## src/sv/vhd_sector_translator_defines.svh

```systemverilog
// assertion macros for the sector translator
`ifndef VHD_SECTOR_TRANSLATOR_DEFINES_SVH
`define VHD_SECTOR_TRANSLATOR_DEFINES_SVH

`ifndef ASSERT_OFF
`define VST_ASSERT_IMPL(lbl, clk, rst_n, a, c) \
    lbl: assert property (@(posedge clk) disable iff (!rst_n) (a) |-> (c)) \
        else $error("assertion failed");
`define VST_ASSERT_NEXT(lbl, clk, rst_n, a, c) \
    lbl: assert property (@(posedge clk) disable iff (!rst_n) (a) |=> (c)) \
        else $error("assertion failed");
`else
`define VST_ASSERT_IMPL(lbl, clk, rst_n, a, c)
`define VST_ASSERT_NEXT(lbl, clk, rst_n, a, c)
`endif

`endif

```

## src/sv/vst_pkg.sv

```systemverilog
// shared types and constants of the sector translator
`default_nettype none
package vst_pkg;

    localparam int DEF_TABLE_DEPTH       = 256;
    localparam int DEF_MAX_BLOCK_SECTORS = 1024;
    localparam int CFG_AW                = 3;

    localparam logic [CFG_AW-1:0] CFG_DISK_MODE     = 3'd0;
    localparam logic [CFG_AW-1:0] CFG_BLOCK_LOG2    = 3'd1;
    localparam logic [CFG_AW-1:0] CFG_BITMAP_SECS   = 3'd2;
    localparam logic [CFG_AW-1:0] CFG_IMAGE_SECS    = 3'd3;
    localparam logic [CFG_AW-1:0] CFG_TABLE_ENTRIES = 3'd4;
    localparam logic [CFG_AW-1:0] CFG_EXPAND        = 3'd5;

    localparam logic [1:0] FUNC_LOAD_TABLE  = 2'd0;
    localparam logic [1:0] FUNC_LOAD_BITMAP = 2'd1;
    localparam logic [1:0] FUNC_READ        = 2'd2;
    localparam logic [1:0] FUNC_WRITE       = 2'd3;

    localparam logic [1:0] MODE_RAW      = 2'd0;
    localparam logic [1:0] MODE_FIXED    = 2'd1;
    localparam logic [1:0] MODE_DYNAMIC  = 2'd2;
    localparam logic [1:0] MODE_RESERVED = 2'd3;

    localparam logic [1:0] ST_OK      = 2'd0;
    localparam logic [1:0] ST_RANGE   = 2'd1;
    localparam logic [1:0] ST_REFUSED = 2'd2;

    localparam logic [31:0] NO_BLOCK = 32'hffff_ffff;

    typedef struct packed {
        logic [1:0]  func;
        logic [31:0] sector;
        logic [7:0]  entry_index;
        logic [31:0] entry_value;
        logic [12:0] word_index;
        logic [31:0] bitmap_word;
    } t_in;

    typedef struct packed {
        logic [1:0]  status;
        logic [31:0] phys_sector;
        logic        zero_fill;
        logic        bitmap_update;
        logic [31:0] bitmap_sector;
        logic        block_allocated;
        logic [31:0] new_block_start;
    } t_out;

    typedef enum logic [2:0] {
        RES_ZERO,
        RES_RANGE,
        RES_REFUSED,
        RES_LINEAR,
        RES_ZF,
        RES_ZF_BMP,
        RES_READ,
        RES_WRITE
    } t_res_kind;

    typedef struct packed {
        logic      capture;
        logic      tab_load;
        logic      bm_load;
        logic      load_start;
        logic      alloc;
        logic      clr;
        logic      bm_set;
        logic      res_we;
        t_res_kind res_kind;
    } t_cmd;

    typedef struct packed {
        logic [1:0] func;
        logic       dyn;
        logic       lin_err;
        logic       dyn_err;
        logic       tab_none;
        logic       grow_bad;
        logic       bsec_out;
        logic       phys_out;
        logic       isset;
        logic       clr_last;
    } t_stat;

endpackage
`default_nettype wire

```

## src/sv/vst_ctrl.sv

```systemverilog
// controller state machine of the sector translator
`default_nettype none
`include "vhd_sector_translator_defines.svh"
module vst_ctrl (
    input  wire logic          i_clk,
    input  wire logic          i_rst_n,
    input  wire logic          start,
    output logic               busy,
    output logic               o_done,
    output vst_pkg::t_cmd      o_cmd,
    input  wire vst_pkg::t_stat i_stat
);
    import vst_pkg::*;

    typedef enum logic [2:0] {
        S_IDLE, S_EXEC, S_TLOOK, S_CLEAR, S_BRD, S_BCHK
    } t_state;

    t_state r_state, n_state;
    logic   r_done, n_done;
    t_cmd   cmd;

    always_comb begin
        n_state = r_state;
        n_done  = 1'b0;
        cmd     = '0;
        unique case (r_state)
            S_IDLE: begin
                if (start) begin
                    cmd.capture = 1'b1;
                    n_state     = S_EXEC;
                end
            end
            S_EXEC: begin
                n_done     = 1'b1;
                n_state    = S_IDLE;
                cmd.res_we = 1'b1;
                if (i_stat.func == FUNC_LOAD_TABLE) begin
                    cmd.tab_load = 1'b1;
                    cmd.res_kind = RES_ZERO;
                end else if (i_stat.func == FUNC_LOAD_BITMAP) begin
                    cmd.bm_load  = 1'b1;
                    cmd.res_kind = RES_ZERO;
                end else if (!i_stat.dyn) begin
                    cmd.res_kind = i_stat.lin_err ? RES_RANGE : RES_LINEAR;
                end else if (i_stat.dyn_err) begin
                    cmd.res_kind = RES_RANGE;
                end else begin
                    n_done     = 1'b0;
                    cmd.res_we = 1'b0;
                    n_state    = S_TLOOK;
                end
            end
            S_TLOOK: begin
                if (i_stat.tab_none) begin
                    if (i_stat.func == FUNC_READ) begin
                        cmd.res_we   = 1'b1;
                        cmd.res_kind = RES_ZF;
                        n_done       = 1'b1;
                        n_state      = S_IDLE;
                    end else if (i_stat.grow_bad) begin
                        cmd.res_we   = 1'b1;
                        cmd.res_kind = RES_REFUSED;
                        n_done       = 1'b1;
                        n_state      = S_IDLE;
                    end else begin
                        cmd.alloc = 1'b1;
                        n_state   = S_CLEAR;
                    end
                end else begin
                    cmd.load_start = 1'b1;
                    n_state        = S_BRD;
                end
            end
            S_CLEAR: begin
                cmd.clr = 1'b1;
                if (i_stat.clr_last) begin
                    n_state = S_BRD;
                end
            end
            S_BRD: begin
                if (i_stat.bsec_out) begin
                    cmd.res_we   = 1'b1;
                    cmd.res_kind = RES_RANGE;
                    n_done       = 1'b1;
                    n_state      = S_IDLE;
                end else begin
                    n_state = S_BCHK;
                end
            end
            S_BCHK: begin
                cmd.res_we = 1'b1;
                n_done     = 1'b1;
                n_state    = S_IDLE;
                if (i_stat.func == FUNC_READ) begin
                    if (!i_stat.isset) begin
                        cmd.res_kind = RES_ZF_BMP;
                    end else if (i_stat.phys_out) begin
                        cmd.res_kind = RES_RANGE;
                    end else begin
                        cmd.res_kind = RES_READ;
                    end
                end else if (i_stat.phys_out) begin
                    cmd.res_kind = RES_RANGE;
                end else begin
                    cmd.res_kind = RES_WRITE;
                    cmd.bm_set   = !i_stat.isset;
                end
            end
            default: n_state = S_IDLE;
        endcase
    end

    always_ff @(posedge i_clk) begin
        if (!i_rst_n) begin
            r_state <= S_IDLE;
            r_done  <= 1'b0;
        end else begin
            r_state <= n_state;
            r_done  <= n_done;
        end
    end

    assign busy   = (r_state != S_IDLE);
    assign o_done = r_done;
    assign o_cmd  = cmd;

    `VST_ASSERT_NEXT(a_done_pulse, i_clk, i_rst_n, r_done, !r_done)
    `VST_ASSERT_NEXT(a_accept_busy, i_clk, i_rst_n, start && !busy, busy)
    `VST_ASSERT_IMPL(a_set_on_write, i_clk, i_rst_n, cmd.bm_set,
        (i_stat.func == FUNC_WRITE) && !i_stat.isset)
endmodule
`default_nettype wire

```

## config.mk

```make
export PLATFORM = sky130hd
export DESIGN_NAME = vst_ctrl
export DESIGN_NICKNAME = d
export VERILOG_FILES = /design/src/sv/vst_pkg.sv /design/src/sv/vst_ctrl.sv
export VERILOG_INCLUDE_DIRS = /design/src /design/src/sv
export SDC_FILE = /design/constraint.sdc
export NUM_CORES = 1
export LEC_CHECK = 0
export BUFFER_PORTS_ARGS = -buffer_cell sky130_fd_sc_hd__buf_2
export CORE_AREA = 4 4 41 43
export CTS_BUF_LIST = sky130_fd_sc_hd__clkbuf_8 sky130_fd_sc_hd__clkbuf_16
export CTS_CLUSTER_DIAMETER = 80
export DETAILED_ROUTE_END_ITERATION = 10
export DIE_AREA = 0 0 45 47
export GPL_TIMING_DRIVEN = 0
export PLACE_DENSITY_LB_ADDON = 0.2
export SETUP_SLACK_MARGIN = 0.1
export SLEW_MARGIN = 0
export SYNTH_ARGS = -nofsm -noshare
export SYNTH_HDL_FRONTEND = slang
export SYNTH_SLANG_ARGS = --single-unit
```

## constraint.sdc

```tcl
create_clock -name i_clk -period 1.55 [get_ports i_clk]
set_input_delay 0.31 -clock i_clk [delete_from_list [all_inputs] [get_ports i_clk]]
set_output_delay 0.31 -clock i_clk [all_outputs]
set_load 0.03 [all_outputs]
```

* Yosys cells after proc, flatten, opt, wreduce, memory -nomap -nowiden
Cells that the tools add are included.
** Word-level totals
- Bits of input ports :: 14
- Logic and storage cells :: 65
- Output and inout bits :: 13
- Bits in registers :: 4
** Operators by class
- Multiplexer cells :: 49
- Reduce and logical (&&, ||, !) cells :: 5
- Equality and inequality tests :: 9
** Operator list (count)
- 2-bit 2-to-1 mux :: 12
- 3-bit 2-to-1 mux :: 8
- 1-bit 2-to-1 mux :: 22
- 4-bit 2-to-1 mux :: 4
- 4-bit case mux with 4 select lines :: 1
- 3-bit case mux with 5 select lines :: 1
- 3-bit by 2-bit equality test with 1-bit output (second input constant) :: 2
- 3-bit equality test (second input constant) :: 2
- 2-bit != test (second input constant) :: 2
- 1-bit case mux with 4 select lines :: 1
- 3-bit by 1-bit equality test with 1-bit output (second input constant) :: 1
- 3-bit zero test :: 1
- 3-bit nonzero test :: 1
- 2-bit by 1-bit equality test with 1-bit output (second input constant) :: 1
- 2-bit equality test (second input constant) :: 1
- 2-bit zero test :: 1
- 2-bit AND reduction :: 1
- 1-bit zero test :: 1

* Depth between registers and ports, before layout
- Depth in word-level cells :: 5
- Mapped depth :: 5
- Mapped depth without buffers :: 3

* Worst setup path after synthesis
Ideal clock, no wire load.
- Kind :: register -> output
- Start point :: register r_state[0]
- End point :: output o_cmd[4] (netlist name)
- Path slack :: -0.478 ns
- Buffers on the path :: 1
- Arrival time :: 1.718 ns
- Cell stages (with the launch flop) :: 5
- Cells stage by stage :: dfxtp_1 -> buf_6 -> nor2b_1 -> nand2_1 -> nor4_1
** RTL lines
- from (decl) :: line vst_ctrl.sv:19 : t_state r_state, n_state;
- from (signal assigned) :: line vst_ctrl.sv:119 : r_state <= n_state;
- to (decl) :: line vst_ctrl.sv:10 : output vst_pkg::t_cmd o_cmd,

==> run_results.csv <==
group,metric,value,unit
logic_synthesis,synth.area.top_cells,"dfxtp_1 19%, nor2b_1 7.3%, nand4bb_1 5.2%",
die,die-area,2120,µm²
die,io_pins,27,
clock_tree,worstSkewPairLatency,0.22,ns
clock_tree,clockBufferDepth,2,
final_layout,syn_to_final_growth,138,%
sta,final-hold-violation-count,0,
clock_tree,cts_root_buffer,"clkbuf_8",
logic_synthesis,synth_edf_count,0,
clock_tree,clock_sinks,4,
die,coreArea,1300,µm²
status,status,"complete, but fails checks",
clock_tree,numCtsBuffers,3,
route,drc,0,
route,wl_met2,895,µm
route,drt-met1-wl,791,µm
logic_synthesis,syn_area,429,µm²
route,wl_met3,98,µm
sta,slew_violations,0,
logic_synthesis,syn_avg_cell_area,7.80,µm²
power_and_ir_drop,swShare,0.301,
min_path,min_path_cells,2,
clock_tree,path_clk_slew,0.03,ns
route,wl_per_cell,15.5,µm
die,die_w,45,µm
power_and_ir_drop,power_frac_seq,0.194,
sta,period_needed,1.77,ns
route,avgViaCountPerCell,5.31,
logic_synthesis,synth-main-ff-cell,"dfxtp_1",
grt,antenna_found_initial,0,
logic_synthesis,yosysWarnings,0,
critical_path,end_kind,"output pin",
placement,dp_hpwl,1.05,mm
clock_tree,htreeDepth,1,
critical_path,crit_type,"reg2out",
status,violations,"setup timing",
route,highest_layer,"met4",
power_and_ir_drop,p_sw,170,µW
final_layout,nNetsFinal,122,
final_layout,layout-drive-gt1-share,0.698,
critical_path,critical_path_arrival,1.46,ns
logic_synthesis,synth_most_common_cell,"nor2b_1",
run,cap_viol_max_count,0,
logic_synthesis,ys_async_sr_fraction,0,
sta,finClkSkew,0.00293,ns
critical_path,rrSetupSlack,-0.16,ns
clock_tree,cts_hold_buf,0,
critical_path,r2r-start,"r_state[0]$_SDFFE_PN0P_",
placement,portBuffers,26,
placement,place_congestion,0.745,
logic_synthesis,yosysTopAreaCellShare,0.187,
grt,grt_pass1_wl,2.71,mm
route,drt-initial-drc-count,7,
sta,worst_pin_slew,0.328,ns
logic_synthesis,synth.distinct_cells,30,
power_and_ir_drop,power.internal,394,µW
route,ant_nets,0,
sta,tns,-1.36,ns
sta,whs,0.340,ns
power_and_ir_drop,leakagePower,0.000464,µW
logic_synthesis,yosysTopAreaCell,"dfxtp_1",
sta,fmax,566,MHz
grt,gr-total-overflow,0,
logic_synthesis,syn-num-nets,69,
critical_path,cp-start-kind,"flip-flop",
route,firstDrtPassIters,4,
sta,finalSetupViolCount,12,
min_path,hp-start,"i_rst_n",
logic_synthesis,yosys_register_bits,4,
critical_path,worstRegToRegCells,11,
die,die_h,47,µm
route,wl,1.87,mm
clock_tree,cts_tree,"yes",
sta,setup_slack,-0.216,ns
grt,track_usage,0.182,
power_and_ir_drop,pwr-share-clk,0.396,
die,initial_core_util,0.330,
logic_synthesis,synthCells,55,
logic_synthesis,synth_commonest_cells,"5 x nor2b_1, 4 x dfxtp_1, 4 x inv_1, 4 x nand3_1, 3 x nor2_1",
route,via_count,642,
power_and_ir_drop,power_frac_comb,0.410,
min_path,hold_end,"r_state[1]$_SDFFE_PN0P_",
final_layout,n_antenna_cell,0,
grt,grt_start_max_net_pins,10,
sta,slew_headroom,0.781,
sta,fin_crit_sh,1.14,
power_and_ir_drop,peakVddDrop,274,µV
grt,grt_pass1_vias,614,
logic_synthesis,ys_seq_area_frac,0.187,
min_path,hold_class,"in2reg",
critical_path,r2r-end,"o_done$_SDFF_PN0_",
sta,rsz0062_at_grt,"yes",
die,rows,13,
critical_path,crit_required,1.24,ns
critical_path,path_max_fanout,5,
power_and_ir_drop,powerDensity,552,nW/µm²
metal layers:
metal / global-route usage / vias to the layer above
li1: - / 316
met4: 0.135 / 0
met1: 0.197 / 288
met2: 0.325 / 28
met3: 0.0192 / 10
met5: 0 / -
worst max-delay path, cell delays in order (launching register included):
cell and delay [ns]:
dfxtp_4 0.36, or4bb_1 0.47, nand2_1 0.09, nand3_1 0.06, buf_4 0.14, buf_6 0.13
cells in the final DEF (no fill, tap or decap), types with 2 or more instances in the layout:
cell type / count
a211oi_1: 2
buf_2: 14
buf_4: 14
buf_6: 23
clkbuf_8: 3
dfxtp_4: 2
inv_1: 4
nand3_1: 3
nand4bb_1: 2
nor2_4: 2
nor2b_1: 3
nor4b_4: 2
o31a_1: 2
registers in the layout, indices dropped and copies added, names as in the netlist:
register and count:
o_done 1, r_state 3
per-stage QoR:
| stage | instances | setup slack [ns] | util | area (µm²) | total power [µW] |
|---|---|---|---|---|---|
| after floorplan | 55 | -0.00447 | - | 484 | 201 |
| after global routing | 121 | -0.251 | 0.786 | 1020 | 585 |
| after detailed placement | 96 | -0.218 | 0.487 | 633 | 247 |
| after CTS | 116 | -0.228 | 0.717 | 933 | 542 |
| final | 121 | -0.216 | 0.786 | 1020 | 564 |
| after global placement | 96 | -0.212 | 0.487 | 633 | 246 |
kinds of logic (layout without fill, tap and decap cells):
logic type / Yosys count / in the layout / synth area share
AOI/OAI and AO/OA: 13 / 13 / 0.222
buffers and inverters: 8 / 59 / 0.102
DFF: 4 / 4 / 0.187
and+or+nand+nor: 30 / 30 / 0.490
worst max path at each step:
stage,start,end,slack [ns],cells after the start
after floorplan,r_state[0]$_SDFFE_PN0P_,o_cmd[4],-0.004,4
after global placement,i_stat[10],o_cmd[3],-0.21,6
after detailed placement,i_stat[10],o_cmd[3],-0.22,6
after CTS,r_state[2]$_SDFFE_PN0P_,o_cmd[3],-0.23,5
after global routing,r_state[0]$_SDFFE_PN0P_,o_cmd[4],-0.25,5
final,r_state[2]$_SDFFE_PN0P_,o_cmd[3],-0.22,5
power by group through the flow:
stage	registers (µW)	logic (µW)	clock network (µW)
6_report	109	231	223
3_3_place_gp	112	134	0
2_1_floorplan	115	85.8	0
4_1_cts	110	205	228
5_1_grt	109	244	232
3_5_place_dp	112	135	0
cell type report:
| type | instances | area, µm² |
|---|---|---|
| multi-input combinational | 43 | 409 |
| sequential | 4 | 88.8 |
| fill | 83 | 279 |
| tap | 15 | 18.8 |
| clock buffer | 3 | 41.3 |
| buffer | 4 | 45.0 |
| timing repair buffer | 48 | 404 |
| inverter | 4 | 15.0 |
what timing repair did:
item | 4_1_cts | 5_1_grt
setup endpoints to repair | 11 | 14
buffers inserted | 17 | 6
resized for setup | 40 | 17
pin swaps | 6 | 6
(Power assumes the default switching activity.)
